**src/dring_pkg.sv**
```systemverilog
// ----------------------------------------------------------------------------
// dring_pkg
// Shared types, constants and slot arithmetic for the double-ended ring queue.
// ----------------------------------------------------------------------------
`default_nettype none

package dring_pkg;

    // Queue geometry.
    localparam int CAPACITY   = 16;
    localparam int DATA_WIDTH = 32;
    localparam int SLOT_W     = (CAPACITY > 1) ? $clog2(CAPACITY) : 1;
    localparam int COUNT_W    = $clog2(CAPACITY + 1);
    localparam int SUM_W      = SLOT_W + 6;

    // Field widths of one word on either side.
    localparam int OP_W     = 3;
    localparam int VALUE_W  = 32;
    localparam int OFFSET_W = 4;
    localparam int STATUS_W = 2;
    localparam int CNT_W    = 5;

    typedef enum logic [OP_W-1:0] {
        OP_PUSH_HEAD = 3'd0,
        OP_PUSH_TAIL = 3'd1,
        OP_POP_HEAD  = 3'd2,
        OP_POP_TAIL  = 3'd3,
        OP_PEEK_HEAD = 3'd4,
        OP_PEEK_TAIL = 3'd5
    } op_t;

    typedef enum logic [STATUS_W-1:0] {
        ST_OK    = 2'd0,
        ST_FULL  = 2'd1,
        ST_EMPTY = 2'd2,
        ST_RANGE = 2'd3
    } status_t;

    // Store access requested by the control logic for one word.
    typedef struct packed {
        logic                  wr_en;
        logic [SLOT_W-1:0]     wr_addr;
        logic [DATA_WIDTH-1:0] wr_data;
        logic [SLOT_W-1:0]     rd_addr;
    } store_req_t;

    // One result word.
    typedef struct packed {
        logic [CNT_W-1:0]   count;
        logic [VALUE_W-1:0] value;
        status_t            status;
    } result_t;

    // Next slot toward the tail, wrapping at the capacity.
    function automatic logic [SLOT_W-1:0] slot_inc(input logic [SLOT_W-1:0] s);
        logic [SLOT_W-1:0] r;
        if (s == SLOT_W'(CAPACITY - 1)) begin
            r = '0;
        end else begin
            r = s + SLOT_W'(1);
        end
        return r;
    endfunction

    // Next slot toward the head, wrapping at zero.
    function automatic logic [SLOT_W-1:0] slot_dec(input logic [SLOT_W-1:0] s);
        logic [SLOT_W-1:0] r;
        if (s == '0) begin
            r = SLOT_W'(CAPACITY - 1);
        end else begin
            r = s - SLOT_W'(1);
        end
        return r;
    endfunction

    // Reduce a sum known to be below twice the capacity to a slot.
    function automatic logic [SLOT_W-1:0] slot_wrap(input logic [SUM_W-1:0] v);
        logic [SUM_W-1:0] r;
        if (v >= SUM_W'(CAPACITY)) begin
            r = v - SUM_W'(CAPACITY);
        end else begin
            r = v;
        end
        return r[SLOT_W-1:0];
    endfunction

endpackage

`default_nettype wire

```
**src/dring_store.sv**
```systemverilog
// ----------------------------------------------------------------------------
// dring_store
// Ring store of the queue: one write port and one read port.
// ----------------------------------------------------------------------------
`default_nettype none

module dring_store
    import dring_pkg::*;
(
    input  wire logic                  clk,
    input  wire store_req_t            req,
    output logic      [DATA_WIDTH-1:0] rd_data
);

    logic [DATA_WIDTH-1:0] entry_reg [CAPACITY];

    // Write one entry per word; the contents have no reset value.
    always_ff @(posedge clk)
    begin
        if (req.wr_en)
        begin
            entry_reg[req.wr_addr] <= req.wr_data;
        end
    end

    // The entry read for a pop or a peek.
    assign rd_data = entry_reg[req.rd_addr];

endmodule

`default_nettype wire

```
**src/dring_ctrl.sv**
```systemverilog
// ----------------------------------------------------------------------------
// dring_ctrl
// Operation decode, head and tail slots, fill count and result forming.
// ----------------------------------------------------------------------------
`default_nettype none

module dring_ctrl
    import dring_pkg::*;
(
    input  wire logic                  clk,
    input  wire logic                  rst_n,
    input  wire logic                  fire,
    input  wire logic [OP_W-1:0]       op,
    input  wire logic [VALUE_W-1:0]    value,
    input  wire logic [OFFSET_W-1:0]   offset,
    input  wire logic [DATA_WIDTH-1:0] rd_data,
    output store_req_t                 req,
    output result_t                    result
);

    logic [SLOT_W-1:0]  head_reg, head_next;
    logic [SLOT_W-1:0]  tail_reg, tail_next;
    logic [COUNT_W-1:0] count_reg, count_next;

    logic               full;
    logic               empty;
    logic               in_range;
    logic [SUM_W-1:0]   head_sum;
    logic [SUM_W-1:0]   tail_sum;
    logic               take_read;
    status_t            status;

    assign full     = (count_reg >= COUNT_W'(CAPACITY));
    assign empty    = (count_reg == '0);
    assign in_range = (COUNT_W'(offset) < count_reg);

    // Peek slots: the offset is below the count, so one wrap is enough.
    assign head_sum = SUM_W'(head_reg) + SUM_W'(1) + SUM_W'(offset);
    assign tail_sum = SUM_W'(tail_reg) + SUM_W'(CAPACITY) - SUM_W'(offset) - SUM_W'(1);

    // Decode the operation and work out the next slots and count.
    always_comb
    begin
        head_next   = head_reg;
        tail_next   = tail_reg;
        count_next  = count_reg;
        status      = ST_OK;
        take_read   = 1'b0;
        req.wr_en   = 1'b0;
        req.wr_addr = head_reg;
        req.wr_data = value[DATA_WIDTH-1:0];
        req.rd_addr = head_reg;
        case (op_t'(op))
            OP_PUSH_HEAD:
            begin
                if (full)
                begin
                    status = ST_FULL;
                end
                else
                begin
                    req.wr_en   = fire;
                    req.wr_addr = head_reg;
                    head_next   = slot_dec(head_reg);
                    count_next  = count_reg + COUNT_W'(1);
                end
            end
            OP_PUSH_TAIL:
            begin
                if (full)
                begin
                    status = ST_FULL;
                end
                else
                begin
                    req.wr_en   = fire;
                    req.wr_addr = tail_reg;
                    tail_next   = slot_inc(tail_reg);
                    count_next  = count_reg + COUNT_W'(1);
                end
            end
            OP_POP_HEAD:
            begin
                if (empty)
                begin
                    status = ST_EMPTY;
                end
                else
                begin
                    head_next   = slot_inc(head_reg);
                    req.rd_addr = head_next;
                    take_read   = 1'b1;
                    count_next  = count_reg - COUNT_W'(1);
                end
            end
            OP_POP_TAIL:
            begin
                if (empty)
                begin
                    status = ST_EMPTY;
                end
                else
                begin
                    tail_next   = slot_dec(tail_reg);
                    req.rd_addr = tail_next;
                    take_read   = 1'b1;
                    count_next  = count_reg - COUNT_W'(1);
                end
            end
            OP_PEEK_HEAD:
            begin
                if (!in_range)
                begin
                    status = ST_RANGE;
                end
                else
                begin
                    req.rd_addr = slot_wrap(head_sum);
                    take_read   = 1'b1;
                end
            end
            OP_PEEK_TAIL:
            begin
                if (!in_range)
                begin
                    status = ST_RANGE;
                end
                else
                begin
                    req.rd_addr = slot_wrap(tail_sum);
                    take_read   = 1'b1;
                end
            end
            default:
            begin
                // Unused codes leave everything as it is.
            end
        endcase
    end

    // Result word: the element only on a successful pop or peek.
    always_comb
    begin
        result.status = status;
        result.value  = take_read ? VALUE_W'(rd_data) : '0;
        result.count  = CNT_W'(count_next);
    end

    // Slot and count registers advance once per processed word.
    always_ff @(posedge clk or negedge rst_n)
    begin
        if (!rst_n)
        begin
            head_reg  <= '0;
            tail_reg  <= SLOT_W'(1 % CAPACITY);
            count_reg <= '0;
        end
        else if (fire)
        begin
            head_reg  <= head_next;
            tail_reg  <= tail_next;
            count_reg <= count_next;
        end
    end

    // The fill count never exceeds the capacity.
    a_count_bound: assert property (@(posedge clk) disable iff (!rst_n)
        count_reg <= COUNT_W'(CAPACITY))
        else $error("fill count above capacity");

    // The tail slot always sits count plus one slots past the head slot.
    a_ring_gap: assert property (@(posedge clk) disable iff (!rst_n)
        ((32'(head_reg) + 32'(count_reg) + 32'd1) % CAPACITY) == 32'(tail_reg))
        else $error("head, tail and fill count disagree");

    // The count only changes when a word is processed.
    a_count_step: assert property (@(posedge clk) disable iff (!rst_n)
        !fire |=> $stable(count_reg))
        else $error("fill count changed without a word");

endmodule

`default_nettype wire

```
**src/double_ended_ring_queue_core.sv**
```systemverilog
// ----------------------------------------------------------------------------
// double_ended_ring_queue_core
// Fixed-capacity double-ended queue with push, pop and peek at both ends.
// ----------------------------------------------------------------------------
// Each accepted word carries one operation and gives exactly one result word
// with a status, the element read and the fill count after the operation. A
// word is captured in an input register and processed once the output
// register is free or being drained, against the head slot, tail slot, fill
// count and the register-based ring store; the result lands in an output
// register. The block sustains one word per clock cycle while the result side
// keeps accepting. While a result word waits on the result side, the next
// request word is held in the input register and the request side stalls.
// The ring store has no reset and no clearing pass: an entry is only read
// after it has been written.
// ----------------------------------------------------------------------------
`default_nettype none

module double_ended_ring_queue_core
    import dring_pkg::*;
(
    input  wire logic        clk,
    input  wire logic        rst_n,
    // Request side.
    input  wire logic        s_tvalid,
    output logic             s_tready,
    input  wire logic [39:0] s_tdata,   // value[31:0], offset[35:32], zero pad
    input  wire logic [2:0]  s_tuser,   // op[2:0]
    // Result side.
    output logic             m_tvalid,
    input  wire logic        m_tready,
    output logic [39:0]      m_tdata    // status[1:0], value_out[33:2], count[38:34], pad
);

    logic                  in_valid_reg;
    logic [OP_W-1:0]       op_reg;
    logic [VALUE_W-1:0]    value_reg;
    logic [OFFSET_W-1:0]   offset_reg;
    logic                  out_valid_reg;
    result_t               result_reg;

    logic                  fire;
    store_req_t            req;
    result_t               result;
    logic [DATA_WIDTH-1:0] rd_data;

    // A word is processed when the output register is free or being drained.
    assign fire     = in_valid_reg && (!out_valid_reg || m_tready);
    assign s_tready = !in_valid_reg || fire;
    assign m_tvalid = out_valid_reg;
    assign m_tdata  = {1'b0, result_reg};

    // Input register.
    always_ff @(posedge clk or negedge rst_n)
    begin
        if (!rst_n)
        begin
            in_valid_reg <= 1'b0;
        end
        else if (s_tready)
        begin
            in_valid_reg <= s_tvalid;
        end
    end

    always_ff @(posedge clk)
    begin
        if (s_tready && s_tvalid)
        begin
            op_reg     <= s_tuser[OP_W-1:0];
            value_reg  <= s_tdata[VALUE_W-1:0];
            offset_reg <= s_tdata[VALUE_W +: OFFSET_W];
        end
    end

    // Control and ring store.
    dring_ctrl u_ctrl (
        .clk     (clk),
        .rst_n   (rst_n),
        .fire    (fire),
        .op      (op_reg),
        .value   (value_reg),
        .offset  (offset_reg),
        .rd_data (rd_data),
        .req     (req),
        .result  (result)
    );

    dring_store u_store (
        .clk     (clk),
        .req     (req),
        .rd_data (rd_data)
    );

    // Output register.
    always_ff @(posedge clk or negedge rst_n)
    begin
        if (!rst_n)
        begin
            out_valid_reg <= 1'b0;
        end
        else if (fire)
        begin
            out_valid_reg <= 1'b1;
        end
        else if (m_tready)
        begin
            out_valid_reg <= 1'b0;
        end
    end

    always_ff @(posedge clk)
    begin
        if (fire)
        begin
            result_reg <= result;
        end
    end

    // The request side only stalls behind a blocked result.
    a_stall_cause: assert property (@(posedge clk) disable iff (!rst_n)
        !s_tready |-> (in_valid_reg && out_valid_reg && !m_tready))
        else $error("request side stalled without a blocked result");

    // A result that is not ok carries no element.
    a_err_zero: assert property (@(posedge clk) disable iff (!rst_n)
        (out_valid_reg && result_reg.status != ST_OK) |-> (result_reg.value == '0))
        else $error("error result carries an element");

    // A processed word always shows up as a result in the next cycle.
    a_fire_result: assert property (@(posedge clk) disable iff (!rst_n)
        fire |=> out_valid_reg)
        else $error("processed word produced no result");

endmodule

`default_nettype wire

```
**config.mk**
```make
export PLATFORM = sky130hd
export DESIGN_NAME = double_ended_ring_queue_core
export DESIGN_NICKNAME = d
export VERILOG_FILES = /design/src/dring_pkg.sv /design/src/dring_store.sv /design/src/dring_ctrl.sv /design/src/double_ended_ring_queue_core.sv
export SDC_FILE = /design/constraint.sdc
export NUM_CORES = 1
export LEC_CHECK = 0
export BUFFER_PORTS_ARGS = -buffer_cell sky130_fd_sc_hd__buf_4
export CORE_ASPECT_RATIO = 1.25
export CORE_MARGIN = 1
export CORE_UTILIZATION = 40
export DETAILED_ROUTE_END_ITERATION = 7
export HOLD_SLACK_MARGIN = 0.15
export PLACE_DENSITY_LB_ADDON = 0.1
export SLEW_MARGIN = 20
export SYNTH_ARGS = -nofsm -noshare
export SYNTH_HDL_FRONTEND = slang
export SYNTH_SLANG_ARGS = --single-unit
export TNS_END_PERCENT = 50
```
**constraint.sdc**
```tcl
create_clock -name clk -period 5.98 [get_ports clk]
set_input_delay 0.897 -clock clk [delete_from_list [all_inputs] [get_ports clk]]
set_output_delay 0.897 -clock clk [all_outputs]
set_load 0.03 [all_outputs]
```
==> flow_metrics.py <==
metrics = {
    "logic_synthesis": {
        "yosys_warnings": 0,
        "avgSynthCellArea_um2": 15.8,
        "synth_area_um2": 25000,
        "synth-seq-cells": 605,
        "synth_edf_count": 590,
        "netlist_instances": 1580,
        "ys_seq_area_frac": 0.724,
        "async_flop_share": 0.0248,
        "synth_ff_type": "edfxtp_1",
        "synth_fp_nets": 1649,
        "synth_cell_type_count": 68,
    },
    "worst_setup_path": {
        "crit_path_frequent_cell": "o211ai_1",
        "critPathRequiredTime_ps": 6400,
        "crit_start": "u_ctrl.head_reg[0]",
        "crit_slowest_cell": "o211a_1",
        "cp_num_buf_inv": 2,
        "crit_type": "flip-flop to flip-flop",
        "worstReg2RegStart": "u_ctrl.head_reg[0]",
        "critPathTopFamily": "compound AO/OA/AOI/OAI gates",
        "crit_chain": "inv_1 > ha_1 > fa_1 > nor2_1 > a21oi_1 > a211oi_1 > o21ai_1 > and2_2 > o211a_1 > buf_4 > o211ai_1 > o211ai_1",
        "crit_path_start_kind": "flip-flop",
        "crit_path_max_incr_delay_ps": 800,
        "setup.worst_path.end_class": "flip-flop",
        "worstPathMaxFanout": 31,
        "worstPathArrival_ps": 4850,
    },
    "cts": {
        "cts_sinks": 605,
        "clk_latency_ps": 640,
        "clk_pin_slew_worst_paths_ps": 60,
        "cts_root_buf": "clkbuf_16",
        "numCtsBuffers": 60,
        "cts_max_level": 2,
        "clock_path_buffers": 3,
        "cts_tree": "built",
    },
    "route": {
        "wl_um": 67200,
        "routedWlPerCell_um": 26.7,
        "postRouteAntennaNets": 0,
        "firstDrtPassIters": 7,
        "vias": 14600,
        "vias_per_cell": 5.79,
        "drt_iter0_markers": 1247,
        "drc": 0,
    },
    "global_routing": {
        "grt_usage": 0.213,
        "grt_pass1_vias": 14500,
        "antenna_found_initial": 0,
        "overflow": 0,
        "grt_pass1_wl_um": 98500,
        "grt_max_degree": 158,
    },
    "cells_and_area": {
        "final_nets": 1705,
        "largest_register_ffs": 512,
        "fin_area_um2": 28600,
        "register_area_um2": 18100,
        "layout_common_cells": "edfxtp_1 (590), and3_1 (129), buf_4 (117), a2111oi_0 (96), mux2i_1 (67)",
        "syn2layout_area_growth_pct": 14.4,
        "layout_commonest_cell": "edfxtp_1",
        "diodes": 0,
        "multiInputGateArea_um2": 6400,
        "drive_gt1_frac": 0.180,
        "nFillCells": 5356,
    },
    "sta": {
        "post-route-period-util": 0.742,
        "period_needed_ps": 4440,
        "maxSlewHeadroom": 0.313,
        "rsz0062_at_grt": "false",
        "setup_tns_ps": 0,
        "hold_viol_final": 0,
        "finClkSkew_ps": 45.3,
        "drv_slew": 0,
        "tightest_slew_ps": 1030,
        "setup_viol": 0,
        "max_freq_mhz": 225,
    },
    "worst_hold_path": {
        "min_from": "s_tdata[5]",
        "hold_path_class": "primary input to flip-flop",
    },
    "floorplanning": {
        "die-area_um2": 63500,
        "die_w_um": 226,
        "start_util": 0.404,
        "row_count": 102,
        "core_area_um2": 61900,
        "ios": 89,
        "die_y_um": 281,
    },
    "pwr": {
        "powerDensity_nw_per_um2": 425,
        "leakagePower_nw": 9.84,
        "power_mw": 12.2,
        "ir_worst_vdd_mv": 0.354,
    },
    "placement": {
        "placed_area_um2": 26600,
        "place_hpwl_um": 33900,
        "portBuffers": 83,
        "gp_congestion": 0.831,
    },
    "run": {
        "cap_violations": 0,
    },
    "outcome": {
        "outcome": "finished, final reports clean",
    },
}
==> power by group <==
| group | switching (mW) | internal, mW | total [mW] | leakage [nW] |
|---|---|---|---|---|
| Clock | 1.66 | 2.20 | 3.86 | 0.982 |
| Sequential | 0.233 | 4.82 | 5.06 | 5.54 |
| Combinational | 2.13 | 1.11 | 3.24 | 3.31 |
==> final cells by class <==
cell class | count | share of cell area
clock inverter | 45 | 0.0167
clock buffer | 68 | 0.0536
multi-input combinational | 825 | 0.224
timing repair buffer | 122 | 0.0339
tap | 832 | 0.0364
sequential | 605 | 0.633
inverter | 22 | 0.00289
==> kinds of logic after synthesis <==
kind of cell / count (synthesis) / share of synthesized area
and+or+nand+nor: 317 / 0.0696
other: 1 / 0.000150
AOI/OAI and AO/OA: 375 / 0.122
DFF: 605 / 0.724
muxes: 99 / 0.0413
xor gates and xnor gates: 11 / 0.00386
buffers and inverters: 150 / 0.0273
adders and majority gates: 22 / 0.0116
==> worst register-to-register path, stage by stage, from the launching register on <==
cell and delay (ps):
dfrtp_1 640, inv_1 170, ha_1 240, fa_1 490
nor2_1 40, a21oi_1 180, a211oi_1 70, o21ai_1 200
and2_2 650, o211a_1 800, buf_4 460, o211ai_1 160
o211ai_1 160
==> path summary, 6_finish.rpt <==
path,endpoint,slack (ps),depth (start not counted)
max in group asynchronous,u_ctrl.tail_reg[0],5020,2
min in group asynchronous,m_tvalid,670,2
max reg2reg,m_tdata[21],1540,12
min reg2reg,m_tvalid,490,1
min,value_reg[5],430,1
max,m_tdata[21],1540,12
==> repair_timing <==
action,in CTS,in global routing
setup buffers,0,0
endpoints found under the setup margin,0,0
gates resized for setup,0,0
hold endpoints to repair,14,0
hold buffers,1,0
==> cells in the mapped netlist (all sizes together) (4+ instances only) <==
master | number | area share
a32oi | 4 | 0.0014
and3 | 129 | 0.032
mux2i | 67 | 0.027
nand4 | 5 | 0.0013
nor2b | 6 | 0.0015
clkbuf | 83 | 0.012
a2111o | 31 | 0.014
nor3b | 4 | 0.0014
nand2b | 4 | 0.0010
a21boi | 4 | 0.0012
nand3 | 63 | 0.013
a31oi | 7 | 0.0020
a211oi | 37 | 0.011
edfxtp | 590 | 0.71
buf | 45 | 0.012
nor2 | 44 | 0.0070
dfrtp | 14 | 0.014
o31ai | 8 | 0.0024
xnor2 | 9 | 0.0032
inv | 22 | 0.0033
nor3 | 7 | 0.0014
a22oi | 5 | 0.0015
a211o | 29 | 0.010
mux2 | 32 | 0.014
ha | 20 | 0.010
a21oi | 18 | 0.0036
and2 | 6 | 0.0015
o211ai | 61 | 0.022
a2111oi | 97 | 0.034
nand2 | 40 | 0.0060
o21ai | 55 | 0.011
==> routing by layer <==
metal	up-vias	GRT usage	wire length (µm)
met5	-	0	0
li1	6536	-	-
met1	7554	0.285	29300
met3	101	0.0255	2920
met4	0	0.0668	1820
met2	404	0.361	33200
==> metrics by stage <==
step	utilization	instances	hold slack, ps	worst slack, ps
2_1_floorplan	-	1580	449	1360
3_3_place_gp	0.429	2405	470	1520
3_5_place_dp	0.429	2405	480	1500
4_1_cts	0.462	2519	391	1470
5_1_grt	0.462	2519	399	1260
6_report	0.462	2519	429	1540
Note: power is estimated with default switching activity, not from simulation.
